==> src/sv/tsp_pkg.sv <==
package tsp_pkg;

   localparam logic [2:0] REC_TYPE = 3'd0;
   localparam logic [2:0] REC_VMAJ = 3'd1;
   localparam logic [2:0] REC_VMIN = 3'd2;
   localparam logic [2:0] REC_LEN0 = 3'd3;
   localparam logic [2:0] REC_LEN1 = 3'd4;
   localparam logic [2:0] REC_BODY = 3'd5;
   localparam logic [2:0] REC_DEAD = 3'd6;

   localparam logic [2:0] IN_TYPE = 3'd0;
   localparam logic [2:0] IN_LEN0 = 3'd1;
   localparam logic [2:0] IN_LEN1 = 3'd2;
   localparam logic [2:0] IN_LEN2 = 3'd3;
   localparam logic [2:0] IN_BODY = 3'd4;
   localparam logic [2:0] IN_DEAD = 3'd5;

   localparam logic [4:0] H_VMAJ    = 5'd0;
   localparam logic [4:0] H_VMIN    = 5'd1;
   localparam logic [4:0] H_TIME0   = 5'd2;
   localparam logic [4:0] H_TIME1   = 5'd3;
   localparam logic [4:0] H_TIME2   = 5'd4;
   localparam logic [4:0] H_TIME3   = 5'd5;
   localparam logic [4:0] H_RANDOM  = 5'd6;
   localparam logic [4:0] H_SESSLEN = 5'd7;
   localparam logic [4:0] H_SESSID  = 5'd8;
   localparam logic [4:0] H_CIPH0   = 5'd9;
   localparam logic [4:0] H_CIPH1   = 5'd10;
   localparam logic [4:0] H_COMP    = 5'd11;
   localparam logic [4:0] H_LEN0    = 5'd12;
   localparam logic [4:0] H_LEN1    = 5'd13;
   localparam logic [4:0] H_TAG0    = 5'd14;
   localparam logic [4:0] H_TAG1    = 5'd15;
   localparam logic [4:0] H_ELEN0   = 5'd16;
   localparam logic [4:0] H_ELEN1   = 5'd17;
   localparam logic [4:0] H_DATA    = 5'd18;
   localparam logic [4:0] H_HBDATA  = 5'd19;
   localparam logic [4:0] H_DEAD    = 5'd20;

   localparam logic [2:0] C_LEN0  = 3'd0;
   localparam logic [2:0] C_LEN1  = 3'd1;
   localparam logic [2:0] C_LEN2  = 3'd2;
   localparam logic [2:0] C_CLEN0 = 3'd3;
   localparam logic [2:0] C_CLEN1 = 3'd4;
   localparam logic [2:0] C_CLEN2 = 3'd5;
   localparam logic [2:0] C_CERT  = 3'd6;
   localparam logic [2:0] C_DEAD  = 3'd7;

   localparam logic [7:0]  KIND_HANDSHAKE = 8'd22;
   localparam logic [7:0]  KIND_HEARTBEAT = 8'd24;
   localparam logic [7:0]  MSG_HELLO      = 8'd2;
   localparam logic [7:0]  MSG_CERT       = 8'd11;
   localparam logic [7:0]  HB_RESPONSE    = 8'd2;
   localparam logic [15:0] EXT_HEARTBEAT  = 16'h000f;
   localparam logic [15:0] RANDOM_LEN     = 16'd28;
   localparam logic [23:0] BLEED_MIN      = 24'd16;

   localparam logic [1:0] CSR_CAPTURE_CERT  = 2'd0;
   localparam logic [1:0] CSR_CAPTURE_BLEED = 2'd1;
   localparam logic [1:0] CSR_BLEED_MODE    = 2'd2;

   typedef struct packed {
      logic capture_cert;
      logic capture_heartbleed;
      logic heartbleed_mode;
   } tsp_cfg_type;

   typedef struct packed {
      logic [2:0]  record_phase;
      logic [15:0] record_left;
      logic [7:0]  record_kind;
      logic [2:0]  inner_phase;
      logic [23:0] inner_left;
      logic [7:0]  message_kind;
      logic [4:0]  hello_phase;
      logic [15:0] hello_left;
      logic [7:0]  hello_major;
      logic [15:0] suite_acc;
      logic [15:0] ext_kind;
      logic [15:0] ext_left;
      logic [2:0]  chain_phase;
      logic [23:0] chain_left;
      logic [23:0] cert_left;
   } tsp_state_type;

   typedef struct packed {
      logic        cipher_valid;
      logic [15:0] suite_id;
      logic        heartbeat_ext_seen;
      logic        heartbleed_seen;
      logic        send_probe;
      logic        capture_start;
      logic        payload_valid;
      logic        payload_kind;
      logic        capture_end;
      logic        scan_done;
      logic        stream_dead;
   } tsp_result_type;

endpackage

==> src/sv/tsp_req_if.sv <==
interface tsp_req_if;
   logic       valid;
   logic       ready;
   logic [7:0] rx_byte;
   logic       new_connection;

   modport source (output valid, output rx_byte, output new_connection, input ready);
   modport sink (input valid, input rx_byte, input new_connection, output ready);
endinterface

==> src/sv/tsp_rsp_if.sv <==
interface tsp_rsp_if;
   logic        valid;
   logic        ready;
   logic        cipher_valid;
   logic [15:0] suite_id;
   logic        heartbeat_ext_seen;
   logic        heartbleed_seen;
   logic        send_probe;
   logic        capture_start;
   logic        payload_valid;
   logic        payload_kind;
   logic        capture_end;
   logic        scan_done;
   logic        stream_dead;

   modport source (output valid, output cipher_valid, output suite_id,
      output heartbeat_ext_seen, output heartbleed_seen, output send_probe,
      output capture_start, output payload_valid, output payload_kind,
      output capture_end, output scan_done, output stream_dead, input ready);
   modport sink (input valid, input cipher_valid, input suite_id,
      input heartbeat_ext_seen, input heartbleed_seen, input send_probe,
      input capture_start, input payload_valid, input payload_kind,
      input capture_end, input scan_done, input stream_dead, output ready);
endinterface

==> src/sv/tsp_core.sv <==
module tsp_core
   import tsp_pkg::*;
(
   input  logic           clock,
   input  logic           reset,
   input  logic           step,
   input  logic [7:0]     rx_byte,
   input  logic           new_connection,
   input  tsp_cfg_type    cfg,
   output tsp_result_type result
);

   localparam tsp_state_type CLEAR = '{
      record_phase: REC_TYPE, inner_phase: IN_TYPE, hello_phase: H_VMAJ,
      chain_phase: C_LEN0, default: '0};

   tsp_state_type state_ff, state_in;

   always_comb begin
      tsp_state_type s;
      tsp_result_type o;
      logic [7:0] b;
      logic [2:0] rp;
      logic [2:0] ip;
      logic [4:0] hp;
      logic [2:0] cp;
      logic do_hs;
      logic do_hb;
      logic do_hello;
      logic do_chain;

      b = rx_byte;
      s = new_connection ? CLEAR : state_ff;
      o = '0;
      ip = IN_TYPE;
      hp = H_VMAJ;
      cp = C_LEN0;
      do_hs = 1'b0;
      do_hb = 1'b0;
      do_hello = 1'b0;
      do_chain = 1'b0;

      // record layer
      rp = s.record_phase;
      if (rp == REC_BODY && s.record_left == '0) begin
         rp = REC_TYPE;
      end
      case (rp)
         REC_TYPE: begin
            if (b[7]) begin
               s.record_phase = REC_DEAD;
            end else begin
               if (s.record_kind != b) begin
                  s.record_kind = b;
                  s.inner_phase = IN_TYPE;
               end
               s.record_phase = REC_VMAJ;
            end
         end
         REC_VMAJ: s.record_phase = (b != 8'd3) ? REC_DEAD : REC_VMIN;
         REC_VMIN: s.record_phase = REC_LEN0;
         REC_LEN0: begin
            s.record_left = {b, 8'd0};
            s.record_phase = REC_LEN1;
         end
         REC_LEN1: begin
            s.record_left = {s.record_left[15:8], b};
            s.record_phase = REC_BODY;
         end
         REC_BODY: begin
            do_hs = (s.record_kind == KIND_HANDSHAKE);
            do_hb = (s.record_kind == KIND_HEARTBEAT);
            s.record_left = s.record_left - 16'd1;
            if (s.record_left == '0) begin
               s.record_phase = REC_TYPE;
            end
         end
         default: ;
      endcase

      // handshake layer
      if (do_hs) begin
         ip = s.inner_phase;
         if (ip == IN_BODY && s.inner_left == '0) begin
            ip = IN_TYPE;
         end
         case (ip)
            IN_TYPE: begin
               if (b[7]) begin
                  s.inner_phase = IN_DEAD;
               end else begin
                  s.message_kind = b;
                  s.hello_phase = H_VMAJ;
                  s.chain_phase = C_LEN0;
                  s.inner_phase = IN_LEN0;
               end
            end
            IN_LEN0: begin
               s.inner_left = {16'd0, b};
               s.inner_phase = IN_LEN1;
            end
            IN_LEN1: begin
               s.inner_left = {s.inner_left[15:0], b};
               s.inner_phase = IN_LEN2;
            end
            IN_LEN2: begin
               s.inner_left = {s.inner_left[15:0], b};
               o.send_probe = (s.message_kind == MSG_HELLO);
               s.inner_phase = IN_BODY;
            end
            IN_BODY: begin
               do_hello = (s.message_kind == MSG_HELLO);
               do_chain = (s.message_kind == MSG_CERT);
               s.inner_left = s.inner_left - 24'd1;
               if (s.inner_left == '0) begin
                  s.inner_phase = IN_TYPE;
               end
            end
            default: ;
         endcase
      end

      // heartbeat layer
      if (do_hb) begin
         case (s.inner_phase)
            IN_TYPE: begin
               if (b < 8'd1 || b > 8'd2) begin
                  s.inner_phase = IN_DEAD;
               end else begin
                  s.message_kind = b;
                  s.inner_phase = IN_LEN0;
               end
            end
            IN_LEN0: begin
               s.inner_left = {16'd0, b};
               s.inner_phase = IN_LEN1;
            end
            IN_LEN1: begin
               s.inner_left = {s.inner_left[15:0], b};
               if (s.message_kind == HB_RESPONSE) begin
                  o.heartbleed_seen = (s.inner_left >= BLEED_MIN);
                  if (cfg.capture_heartbleed) begin
                     o.capture_start = 1'b1;
                     o.payload_kind = 1'b1;
                  end
               end
               s.inner_phase = IN_BODY;
            end
            IN_BODY: begin
               if (s.inner_left == '0) begin
                  s.inner_phase = IN_DEAD;
               end else begin
                  if (s.message_kind == HB_RESPONSE && cfg.capture_heartbleed) begin
                     o.payload_valid = 1'b1;
                     o.payload_kind = 1'b1;
                  end
                  s.inner_left = s.inner_left - 24'd1;
                  if (s.inner_left == '0) begin
                     s.inner_phase = IN_DEAD;
                  end
               end
            end
            default: ;
         endcase
      end

      // server hello
      if (do_hello) begin
         hp = s.hello_phase;
         if (hp == H_RANDOM && s.hello_left == '0) begin
            hp = H_SESSLEN;
         end else if (hp == H_SESSID && s.hello_left == '0) begin
            s.suite_acc = '0;
            hp = H_CIPH0;
         end else if ((hp == H_DATA || hp == H_HBDATA) && s.ext_left == '0) begin
            hp = H_TAG0;
         end
         case (hp)
            H_VMAJ: begin
               s.hello_major = b;
               s.hello_phase = H_VMIN;
            end
            H_VMIN: begin
               s.hello_phase = (s.hello_major > 8'd3 || b > 8'd4) ? H_DEAD : H_TIME0;
            end
            H_TIME0, H_TIME1, H_TIME2: s.hello_phase = hp + 5'd1;
            H_TIME3: begin
               s.hello_left = RANDOM_LEN;
               s.hello_phase = H_RANDOM;
            end
            H_RANDOM: begin
               s.hello_phase = hp;
               s.hello_left = s.hello_left - 16'd1;
               if (s.hello_left == '0) begin
                  s.hello_phase = H_SESSLEN;
               end
            end
            H_SESSLEN: begin
               s.hello_left = {8'd0, b};
               s.hello_phase = H_SESSID;
            end
            H_SESSID: begin
               s.hello_phase = hp;
               s.hello_left = s.hello_left - 16'd1;
               if (s.hello_left == '0) begin
                  s.suite_acc = '0;
                  s.hello_phase = H_CIPH0;
               end
            end
            H_CIPH0: begin
               s.suite_acc = {s.suite_acc[7:0], b};
               s.hello_phase = H_CIPH1;
            end
            H_CIPH1: begin
               s.suite_acc = {s.suite_acc[7:0], b};
               o.cipher_valid = 1'b1;
               o.suite_id = s.suite_acc;
               s.hello_phase = H_COMP;
            end
            H_COMP: s.hello_phase = H_LEN0;
            H_LEN0: begin
               s.hello_left = {8'd0, b};
               s.hello_phase = H_LEN1;
            end
            H_LEN1: begin
               s.hello_left = {s.hello_left[7:0], b};
               s.hello_phase = H_TAG0;
            end
            H_TAG0: begin
               if (s.hello_left < 16'd4) begin
                  s.hello_phase = H_DEAD;
               end else begin
                  s.ext_kind = {b, 8'd0};
                  s.hello_left = s.hello_left - 16'd1;
                  s.hello_phase = H_TAG1;
               end
            end
            H_TAG1: begin
               s.ext_kind = {s.ext_kind[15:8], b};
               s.hello_left = s.hello_left - 16'd1;
               s.hello_phase = H_ELEN0;
            end
            H_ELEN0: begin
               s.ext_left = {b, 8'd0};
               s.hello_left = s.hello_left - 16'd1;
               s.hello_phase = H_ELEN1;
            end
            H_ELEN1: begin
               s.ext_left = {s.ext_left[15:8], b};
               s.hello_left = s.hello_left - 16'd1;
               s.hello_phase = (s.ext_kind == EXT_HEARTBEAT) ? H_HBDATA : H_DATA;
            end
            H_DATA, H_HBDATA: begin
               if (s.hello_left == '0) begin
                  s.hello_phase = H_DEAD;
               end else begin
                  s.hello_left = s.hello_left - 16'd1;
                  s.ext_left = s.ext_left - 16'd1;
                  o.heartbeat_ext_seen = (hp == H_HBDATA) && (b != 8'd0);
                  s.hello_phase = H_DATA;
               end
            end
            default: ;
         endcase
      end

      // certificate chain
      if (do_chain) begin
         cp = s.chain_phase;
         if (cp == C_CERT && s.cert_left == '0) begin
            o.capture_end = cfg.capture_cert;
            o.scan_done = (s.chain_left == '0) && !cfg.heartbleed_mode;
            cp = C_CLEN0;
         end
         case (cp)
            C_LEN0: begin
               s.chain_left = {16'd0, b};
               s.chain_phase = C_LEN1;
            end
            C_LEN1, C_LEN2: begin
               s.chain_left = {s.chain_left[15:0], b};
               s.chain_phase = cp + 3'd1;
            end
            C_CLEN0: begin
               if (s.chain_left < 24'd3) begin
                  s.chain_phase = C_DEAD;
               end else begin
                  s.cert_left = {16'd0, b};
                  s.chain_left = s.chain_left - 24'd1;
                  s.chain_phase = C_CLEN1;
               end
            end
            C_CLEN1: begin
               s.cert_left = {s.cert_left[15:0], b};
               s.chain_left = s.chain_left - 24'd1;
               s.chain_phase = C_CLEN2;
            end
            C_CLEN2: begin
               s.cert_left = {s.cert_left[15:0], b};
               s.chain_left = s.chain_left - 24'd1;
               o.capture_start = cfg.capture_cert;
               s.chain_phase = C_CERT;
            end
            C_CERT: begin
               if (s.chain_left == '0) begin
                  s.chain_phase = C_DEAD;
               end else begin
                  if (cfg.capture_cert) begin
                     o.payload_valid = 1'b1;
                     o.payload_kind = 1'b0;
                  end
                  s.chain_left = s.chain_left - 24'd1;
                  s.cert_left = s.cert_left - 24'd1;
                  if (s.cert_left == '0) begin
                     o.capture_end = o.capture_end | cfg.capture_cert;
                     s.chain_phase = C_CLEN0;
                     o.scan_done = o.scan_done |
                        ((s.chain_left == '0) && !cfg.heartbleed_mode);
                  end
               end
            end
            default: ;
         endcase
      end

      o.stream_dead = (s.record_phase >= REC_DEAD);
      state_in = s;
      result = o;
   end

   always_ff @(posedge clock) begin
      if (reset) begin
         state_ff <= CLEAR;
      end else if (step) begin
         state_ff <= state_in;
      end
   end

endmodule

==> src/sv/tls_server_stream_parser_unit.sv <==
// channel | dir | beat payload
// req     | in  | rx_byte, new_connection
// rsp     | out | cipher_valid .. stream_dead, one beat per req beat
// csr     | in  | csr_we, csr_index (2b), csr_wdata (1b)
// one beat per cycle; a result appears the cycle after its byte is taken
// the parser state update and result are one combinational pass per byte
// a single output register decouples the sides; req stalls only while it holds
// a beat that rsp does not take
// reset clears parser state, the csr registers and the output valid flag
module tls_server_stream_parser_unit
   import tsp_pkg::*;
(
   input  logic        clock,
   input  logic        reset,
   tsp_req_if.sink     req_bus,
   tsp_rsp_if.source   rsp_bus,
   input  logic        csr_we,
   input  logic [1:0]  csr_index,
   input  logic [0:0]  csr_wdata
);

   tsp_cfg_type    cfg_ff;
   tsp_result_type result;
   tsp_result_type rsp_ff;
   logic           rsp_valid_ff;
   logic           accept;

   assign req_bus.ready = !rsp_valid_ff || rsp_bus.ready;
   assign accept = req_bus.valid && req_bus.ready;

   tsp_core u_core (
      .clock          (clock),
      .reset          (reset),
      .step           (accept),
      .rx_byte        (req_bus.rx_byte),
      .new_connection (req_bus.new_connection),
      .cfg            (cfg_ff),
      .result         (result)
   );

   always_ff @(posedge clock) begin
      if (reset) begin
         cfg_ff <= '0;
      end else if (csr_we) begin
         case (csr_index)
            CSR_CAPTURE_CERT:  cfg_ff.capture_cert <= csr_wdata[0];
            CSR_CAPTURE_BLEED: cfg_ff.capture_heartbleed <= csr_wdata[0];
            CSR_BLEED_MODE:    cfg_ff.heartbleed_mode <= csr_wdata[0];
            default: ;
         endcase
      end
   end

   always_ff @(posedge clock) begin
      if (reset) begin
         rsp_valid_ff <= 1'b0;
      end else if (accept) begin
         rsp_valid_ff <= 1'b1;
      end else if (rsp_bus.ready) begin
         rsp_valid_ff <= 1'b0;
      end
   end

   always_ff @(posedge clock) begin
      if (accept) begin
         rsp_ff <= result;
      end
   end

   assign rsp_bus.valid              = rsp_valid_ff;
   assign rsp_bus.cipher_valid       = rsp_ff.cipher_valid;
   assign rsp_bus.suite_id           = rsp_ff.suite_id;
   assign rsp_bus.heartbeat_ext_seen = rsp_ff.heartbeat_ext_seen;
   assign rsp_bus.heartbleed_seen    = rsp_ff.heartbleed_seen;
   assign rsp_bus.send_probe         = rsp_ff.send_probe;
   assign rsp_bus.capture_start      = rsp_ff.capture_start;
   assign rsp_bus.payload_valid      = rsp_ff.payload_valid;
   assign rsp_bus.payload_kind       = rsp_ff.payload_kind;
   assign rsp_bus.capture_end        = rsp_ff.capture_end;
   assign rsp_bus.scan_done          = rsp_ff.scan_done;
   assign rsp_bus.stream_dead        = rsp_ff.stream_dead;

   a_suite_only_when_valid: assert property (@(posedge clock) disable iff (reset)
      rsp_valid_ff && !rsp_ff.cipher_valid |-> rsp_ff.suite_id == '0)
      else $error("cipher suite without cipher_valid");

   a_end_is_cert: assert property (@(posedge clock) disable iff (reset)
      rsp_valid_ff && rsp_ff.capture_end |-> !rsp_ff.payload_kind)
      else $error("certificate end tagged as heartbeat");

   a_accept_loads: assert property (@(posedge clock) disable iff (reset)
      accept |=> rsp_valid_ff)
      else $error("accepted byte produced no result");

   a_reset_empty: assert property (@(posedge clock)
      $past(reset) |-> !rsp_valid_ff)
      else $error("result valid right after reset");

endmodule

==> src/flat_wrapper.sv <==
// flat-port wrapper written by rule: the top's interface ports become plain ports
module tls_server_stream_parser_unit_flat import tsp_pkg::*;
  (clock, reset, csr_we, csr_index, csr_wdata, req_bus_valid, req_bus_rx_byte, req_bus_new_connection, req_bus_ready, rsp_bus_valid, rsp_bus_cipher_valid, rsp_bus_suite_id, rsp_bus_heartbeat_ext_seen, rsp_bus_heartbleed_seen, rsp_bus_send_probe, rsp_bus_capture_start, rsp_bus_payload_valid, rsp_bus_payload_kind, rsp_bus_capture_end, rsp_bus_scan_done, rsp_bus_stream_dead, rsp_bus_ready);
  tsp_req_if req_bus_i ();
  tsp_rsp_if rsp_bus_i ();
  input  logic clock;
  input  logic reset;
  input  logic csr_we;
  input  logic [1:0] csr_index;
  input  logic [0:0] csr_wdata;
  input wire logic [$bits(req_bus_i.valid)-1:0] req_bus_valid;
  input wire logic [$bits(req_bus_i.rx_byte)-1:0] req_bus_rx_byte;
  input wire logic [$bits(req_bus_i.new_connection)-1:0] req_bus_new_connection;
  output wire logic [$bits(req_bus_i.ready)-1:0] req_bus_ready;
  output wire logic [$bits(rsp_bus_i.valid)-1:0] rsp_bus_valid;
  output wire logic [$bits(rsp_bus_i.cipher_valid)-1:0] rsp_bus_cipher_valid;
  output wire logic [$bits(rsp_bus_i.suite_id)-1:0] rsp_bus_suite_id;
  output wire logic [$bits(rsp_bus_i.heartbeat_ext_seen)-1:0] rsp_bus_heartbeat_ext_seen;
  output wire logic [$bits(rsp_bus_i.heartbleed_seen)-1:0] rsp_bus_heartbleed_seen;
  output wire logic [$bits(rsp_bus_i.send_probe)-1:0] rsp_bus_send_probe;
  output wire logic [$bits(rsp_bus_i.capture_start)-1:0] rsp_bus_capture_start;
  output wire logic [$bits(rsp_bus_i.payload_valid)-1:0] rsp_bus_payload_valid;
  output wire logic [$bits(rsp_bus_i.payload_kind)-1:0] rsp_bus_payload_kind;
  output wire logic [$bits(rsp_bus_i.capture_end)-1:0] rsp_bus_capture_end;
  output wire logic [$bits(rsp_bus_i.scan_done)-1:0] rsp_bus_scan_done;
  output wire logic [$bits(rsp_bus_i.stream_dead)-1:0] rsp_bus_stream_dead;
  input wire logic [$bits(rsp_bus_i.ready)-1:0] rsp_bus_ready;
  assign req_bus_i.valid = req_bus_valid;
  assign req_bus_i.rx_byte = req_bus_rx_byte;
  assign req_bus_i.new_connection = req_bus_new_connection;
  assign req_bus_ready = req_bus_i.ready;
  assign rsp_bus_valid = rsp_bus_i.valid;
  assign rsp_bus_cipher_valid = rsp_bus_i.cipher_valid;
  assign rsp_bus_suite_id = rsp_bus_i.suite_id;
  assign rsp_bus_heartbeat_ext_seen = rsp_bus_i.heartbeat_ext_seen;
  assign rsp_bus_heartbleed_seen = rsp_bus_i.heartbleed_seen;
  assign rsp_bus_send_probe = rsp_bus_i.send_probe;
  assign rsp_bus_capture_start = rsp_bus_i.capture_start;
  assign rsp_bus_payload_valid = rsp_bus_i.payload_valid;
  assign rsp_bus_payload_kind = rsp_bus_i.payload_kind;
  assign rsp_bus_capture_end = rsp_bus_i.capture_end;
  assign rsp_bus_scan_done = rsp_bus_i.scan_done;
  assign rsp_bus_stream_dead = rsp_bus_i.stream_dead;
  assign rsp_bus_i.ready = rsp_bus_ready;
  tls_server_stream_parser_unit u_core (.clock(clock), .reset(reset), .req_bus(req_bus_i), .rsp_bus(rsp_bus_i), .csr_we(csr_we), .csr_index(csr_index), .csr_wdata(csr_wdata));
endmodule
==> config.mk <==
export PLATFORM = sky130hd
export DESIGN_NAME = tls_server_stream_parser_unit_flat
export DESIGN_NICKNAME = d
export VERILOG_FILES = /design/src/sv/tsp_pkg.sv /design/src/sv/tsp_req_if.sv /design/src/sv/tsp_rsp_if.sv /design/src/sv/tsp_core.sv /design/src/sv/tls_server_stream_parser_unit.sv /design/src/flat_wrapper.sv
export SDC_FILE = /design/constraint.sdc
export NUM_CORES = 1
export LEC_CHECK = 0
export BUFFER_PORTS_ARGS = -buffer_cell sky130_fd_sc_hd__buf_2
export CORE_ASPECT_RATIO = 0.8
export CORE_MARGIN = 2
export CORE_UTILIZATION = 59
export CTS_BUF_LIST = sky130_fd_sc_hd__clkbuf_2
export CTS_CLUSTER_SIZE = 10
export DETAILED_ROUTE_END_ITERATION = 12
export GPL_ROUTABILITY_DRIVEN = 1
export PLACE_DENSITY = 0.82
export SYNTH_ARGS = -nofsm -noshare
export SYNTH_HDL_FRONTEND = slang
export SYNTH_SLANG_ARGS = --single-unit
==> constraint.sdc <==
create_clock -name clock -period 6.85 [get_ports clock]
set_input_delay 0.3425 -clock clock [delete_from_list [all_inputs] [get_ports clock]]
set_output_delay 0.3425 -clock clock [all_outputs]
set_load 0.05 [all_outputs]
# After elaboration in Yosys (flattened, before gate mapping)
# Index checks and enable logic that the tools add are counted.
totals:
  register_bits: 220
  output_inout_bits: 28
  wordCells: 248
op_classes:
  n_lt_le_gt_ge: 8
  reduce_logical: 53
  mux: 90
  n_addsub: 9
  bitwise_logic: 4
  eq_ne: 54
op_table:
  columns: ["op", "n"]
  rows:
  - ["24-bit one-hot mux with 3 select lines", 3]
  - ["24-bit logical NOT", 8]
  - ["190-bit two-way mux", 1]
  - ["27-bit one-hot mux with 6 select lines", 1]
  - ["16-bit two-way mux", 7]
  - ["48-bit two-way mux", 2]
  - ["16-bit one-hot mux with 3 select lines", 2]
  - ["16-bit one-hot mux with 6 select lines", 1]
  - ["24-bit by 1-bit subtractor with 24-bit output (second input constant)", 4]
  - ["5-bit one-hot mux with 17 select lines", 1]
  - ["16-bit logical NOT", 5]
  - ["77-bit two-way mux", 1]
  - ["16-bit one-hot mux with 2 select lines", 2]
  - ["3-bit two-way mux", 20]
  - ["51-bit two-way mux", 1]
  - ["16-bit by 1-bit subtractor with 16-bit output (second input constant)", 3]
  - ["5-bit by 4-bit == test with 1-bit output (second input constant)", 9]
  - ["5-bit two-way mux", 9]
  - ["40-bit two-way mux", 1]
  - ["35-bit two-way mux", 1]
  - ["11-bit two-way mux", 3]
  - ["3-bit == test (second input constant)", 10]
  - ["5-bit == test (second input constant)", 6]
  - ["13-bit two-way mux", 2]
  - ["other kinds (47)", 115]

# Logic depth before layout (Yosys ltp)
logic_depth:
  word_depth: 25
  depth_mapped: 32
  ltp_nobuf: 21

# Cells and area by module
# Synthesis repeated with hierarchy kept, for this count alone.
unflattened:
  cells_unflattened: 2265
  area_unflattened_um2: 16350.7
modules_own_cells:
  columns: ["mod", "cells_per_inst", "seq_area_each_um2", "area_each_um2", "instances"]
  rows:
  - ["tsp_core", 2221, 3603.5, 15386.0, 1]
  - ["tls_server_stream_parser_unit", 44, 860.8, 964.7, 1]

# Worst setup path after synthesis
# OpenSTA, ideal clock, no wires.
synth_path:
  path_type: "input to register"
  start: "input port req_bus_new_connection"
  end: "register u_core.u_core.state_ff[116] (netlist name)"
  stages: 32
  setup_time_ns: 0.117
  t_required_ns: 6.733
  t_arrival_ns: 6.752
  path_slack_ns: -0.019
  path_buffers: 12
  cell_sequence: "clkinv_1 -> clkbuf_1 -> clkbuf_1 -> clkbuf_1 -> clkbuf_1 -> clkbuf_1 -> buf_1 -> clkbuf_1 -> buf_1 -> nand2_1 -> ha_1 -> nor3b_1 -> nand3_1 -> or2_1 -> o311ai_2 -> buf_6 -> a21bo_2 -> a21oi_1 -> clkbuf_1 -> nand2_1 -> inv_1 -> ha_1 -> clkbuf_1 -> or2_0 -> or2_2 -> a31o_2 -> a21o_1 -> nor3b_1 -> nand2_1 -> a21o_1 -> buf_2 -> a22o_1"
synth_between:
  elab_chain_len: 24
  word_cells_on_any_way: 61
  classes_between: "add/sub: 1; order compare: 1; eq/ne: 23; mux: 21; reduce/logical: 15"
synth_rtl:
  columns: ["item", "line", "rtl"]
  rows:
  - ["start: declaration", "flat_wrapper.sv:13", "input wire logic [$bits(req_bus_i.new_connection)-1:0] req_bus_new_connection;"]
  - ["190-bit two-way mux *", "tsp_core.sv:33", "s = new_connection ? CLEAR : state_ff;"]
  - ["16-bit logical NOT or 3-bit == test (tied branches)", "tsp_core.sv:45", "if (rp == REC_BODY && s.record_left == '0) begin"]
  - ["1-bit logical AND", "tsp_core.sv:45", null]
  - ["3-bit two-way mux", "tsp_core.sv:45", null]
  - ["3-bit logical NOT", "tsp_core.sv:48", "case (rp)"]
  - ["11-bit two-way mux", "tsp_core.sv:48", null]
  - ["3-bit == test", "tsp_core.sv:84", "if (ip == IN_BODY && s.inner_left == '0) begin"]
  - ["1-bit logical AND", "tsp_core.sv:84", null]
  - ["(+8 left out)", null, null]
  - ["5-bit two-way mux", "tsp_core.sv:175", "end else if ((hp == H_DATA || hp == H_HBDATA) && s.ext_left == '0) begin"]
  - ["5-bit two-way mux", "tsp_core.sv:172", "end else if (hp == H_SESSID && s.hello_left == '0) begin"]
  - ["5-bit two-way mux", "tsp_core.sv:170", "if (hp == H_RANDOM && s.hello_left == '0) begin"]
  - ["5-bit two-way mux", "tsp_core.sv:168", "if (do_hello) begin"]
  - ["5-bit == test, or another cell as far along", "tsp_core.sv:178", "case (hp)"]
  - ["5-bit OR reduction (no line), or another cell as far along", null, null]
  - ["16-bit one-hot mux with 6 select lines", "tsp_core.sv:178", null]
  - ["77-bit two-way mux *", "tsp_core.sv:168", null]
  - ["end signal: assignment", "tsp_core.sv:335", "state_ff <= state_in;"]
  - ["end: declaration", "tsp_core.sv:17", "tsp_state_type state_ff, state_in;"]
# Mark *: on every way between the ends. The rest lies on a longest branch, timed or not. The select of a mux whose other input is x is not followed.
# A chain may end at the register's enable or synchronous reset.

# Final worst setup path
layout_path:
  start: "register u_core.u_core.state_ff[109] (netlist name)"
  end: "register u_core.u_core.state_ff[127] (netlist name)"
layout_between:
  elab_chain_len: 10
  word_cells_on_any_way: 38
  classes_between: "add/sub: 2; order compare: 1; eq/ne: 19; mux: 9; reduce/logical: 7"
layout_rtl:
  columns: ["item", "line"]
  rows:
  - ["190-bit two-way mux *", "tsp_core.sv:33"]
  - ["branches (longest 7 deep; another with 16-bit by 1-bit subtractor with 16-bit output)", null]
  - ["5-bit one-hot mux with 17 select lines *", "tsp_core.sv:178"]
  - ["77-bit two-way mux *", "tsp_core.sv:168"]
# Every way passes the cells marked *. The select of a mux whose other input is x is not followed.

==> results.md <==
* Status: finished clean
* Cts hold-fix bufs at 14
* Proportion of netlist area held by the largest area contributor at 22.16%
* Clock skew at 104.5 ps
* Cell taking the most area after synthesis: dfxtp_1
* Global route total overflow at 0
* Final ANT Viol Nets at 0
* Initial drt markers at 2958
* Most area-consuming cells after synthesis: dfxtp_1, nor2_1, o21ai_0
* Synth Cell Area at 16630 um2
* Num CTS Buffers at 53
* Worst setup startpoint: u_core.u_core.state_ff[109]$_SDFFE_PP0P_
* Pre-Repair DR Iteration Count at 8
* Area of the core at 27500 um2
* Data required, critical path at 7710 ps
* Pins Over Slew Limit at 0
* Starting Density at 60.46%
* Clock Latency Late Sink at 1010 ps
* Adder-cell share of the synthesized area at 1.731%
* Reg2reg setup slack at 1290 ps
* CP startpoint kind: flop
* Count of input and output buffers at 44
* Final clock period utilization by the worst path at 81.11%
* Placer Congestion at 1.032
* Row Count at 54
* Vias in the first global route at 17260
* Hold EP: u_core.u_core.state_ff[131]$_SDFFE_PP0P_
* Post-Syn Nets at 2354
* Largest net degree at the start of global routing at 76
* Multiplexer share of the synthesized area at 0.9407%
* Post-route cell area at 17480 um2
* Min-delay worst type: primary input to flop
* Post-synthesis compound-gate area fraction at 31.46%
* Register bit count reported by yosys at 210
* Synth Area in XOR/XNOR at 3.582%
* Crit end category: flop
* Crit Path Max Fanout at 12
* Root Buffer: clkbuf_2
* Dpl hpwl at 43.41 mm
* Cells after Synth at 2314
* Endpoints failing setup at 0
* Sequential-to-total area share from yosys stat at 26.85%
* Commonest non-fill, non-tap cell in the layout: nor2_1
* Ys Warns at 0
* Die area at 29550 um2
* Hold path startpoint: req_bus_rx_byte[3]
* Antenna violations before repair at 1
* CTS clock-pin slew for the worst setup and hold paths at 120 ps
* Worst hold stages at 4
* Final Critical Period at 5556 ps
* Setup TNS at 0 ps
* WL final at 62.73 mm
* First-pass GRT wire length at 96.77 mm
* FMAX at 0.1800 GHz
* Synth async-reset ratio at 0%
* Final #Nets at 2326
* # fillers at 2542
* # resized after CTS at 0
* # IOs at 45
* RR Endpoint: u_core.u_core.state_ff[127]$_SDFFE_PP0P_
* Post-synthesis cell type count at 106
* Reg2Reg Depth at 16
* Total Routing Usage GR at 41.37%
* Layout Area Growth over Synthesis at 5.163%
* Power per Cell Area at 157.0 nW/um2
* Bufs on Longest Clock Path at 3
* DP Area at 16840 um2
* # DRC at 0
* LEAKAGE at 6.366 nW
* Number of synthesized flops with an enable pin at 26
* Hold Fails Final Rpt at 0
* Worst VDD drop at 119.0 uV
* Setup CP Type: flop to flop
* Worst slew pin tran at 1208 ps
* CTS tree: built
* Max reg flops at 180
* Detailed-route wire length per cell at 23.28 um
* Max_cap viols at 0
* Top FF cell, synth: dfxtp_1
* Arrival time at the worst endpoint at 6420 ps
* Slew headroom at 19.44%
* Commonest non-fill, non-tap cells in the layout: nor2_1, nand2_1, o21ai_0, dfxtp_1, a21oi_1
* Routed vias at 19160
* Avg Vias per Cell at 7.108
* RSZ-0062 raised after global routing: false
* Die width at 191.7 um
* Number of H-tree levels at 2
* Die Y at 154.1 um
* Layout cell share with drive strength beyond 1 at 9.914%
* Setup Buffers After CTS at 0
* Synth Area in Simple Gates at 29.89%
* Avg Inst Size Synth at 7.185 um2
* Reg2reg start: u_core.u_core.state_ff[109]$_SDFFE_PP0P_
* Clock sink count at 210
* Largest family of logic cells by synthesized area: compound AO/OA/AOI/OAI gates
* Largest Register: u_core.u_core.state_ff
## critical path, stage by stage, from the launching register on
cell       delay (ps)
dfxtp_1           400
or4_1             630
nor4_1            380
a21oi_1           470
nand2b_1          480
nor4_1            310
a21oi_1           100
nor2_1            240
inv_1             120
ha_1              350
or2_2             350
or2_2             320
a31o_2            280
nor4_1            400
o21ai_0           140
a21oi_1           360
o2bb2ai_1         160
## final cells by class
type	count	area, um2	area share (%)
inverter	49	185.2	1.059
clock inverter	31	157.7	0.9017
antenna	1	2.502	0.01431
sequential	210	4464	25.53
tap	364	455.4	2.605
clock buffer	68	340.3	1.946
multi-input combinational	1878	11240	64.31
timing repair buffer	94	635.6	3.635
## layer usage
metal | vias up | wire [um] | GRT usage, % | share of wire, %
met3 | 277 | 8748 | 12.14 | 14
li1 | 8633 | - | - | -
met1 | 8811 | 25030 | 56.36 | 40
met5 | - | 0 | 0 | 0
met2 | 1436 | 25810 | 59.41 | 41
met4 | 0 | 3143 | 20.15 | 5.0
## power by group
part	internal (mW)	leakage (nW)	switching [mW]	total (mW)
Clock	0.323	0.368	0.595	0.918
Combinational	0.156	4.25	0.374	0.530
Sequential	1.26	1.74	0.0332	1.30
## synth_stat cells, types with 28 or more instances
| master | instances |
|---|---|
| a21oi_1 | 150 |
| a22o_1 | 49 |
| a22oi_1 | 81 |
| a31oi_1 | 30 |
| and2_1 | 29 |
| clkbuf_1 | 138 |
| dfxtp_1 | 184 |
| inv_1 | 46 |
| nand2_1 | 236 |
| nand3_1 | 62 |
| nand4_1 | 33 |
| nor2_1 | 275 |
| nor2b_1 | 28 |
| nor3_1 | 111 |
| nor4_1 | 49 |
| o21ai_0 | 196 |
| xnor2_1 | 44 |
## kinds of logic after synthesis
logic type	Yosys count
DFF	210
and+or+nand+nor	991
muxes	15
adders and majority gates	23
AOI/OAI and AO/OA	781
buffers and inverters	226
xor gates and xnor gates	68
## stage by stage
stage	total power, mW	setup WS (ps)	std cells	hold WS, ps	utilization, %
floorplan	1.681	90.28	2314	440.6	-
global placement	1.819	1398	2581	452.3	61.25
detailed placement	1.823	1244	2581	455.7	61.25
CTS	2.723	1482	2694	1.734	63.57
global route	2.843	974.0	2695	52.86	63.58
finish	2.745	1294	2695	60.23	63.58
## how the worst max path moves through the flow
| stage | end | cells after the start |
|---|---|---|
| 2_1_floorplan | u_core.u_core.state_ff[116]$_SDFFE_PP0P_ | 32 |
| 3_3_place_gp | u_core.u_core.state_ff[158]$_SDFFE_PP0P_ | 18 |
| 3_5_place_dp | u_core.u_core.state_ff[32]$_SDFFE_PP0P_ | 20 |
| 4_1_cts | u_core.u_core.state_ff[127]$_SDFFE_PP0P_ | 16 |
| 5_1_grt | u_core.u_core.state_ff[38]$_SDFFE_PP0P_ | 16 |
| 6_report | u_core.u_core.state_ff[127]$_SDFFE_PP0P_ | 16 |
Power figures use the tool's default switching activity.
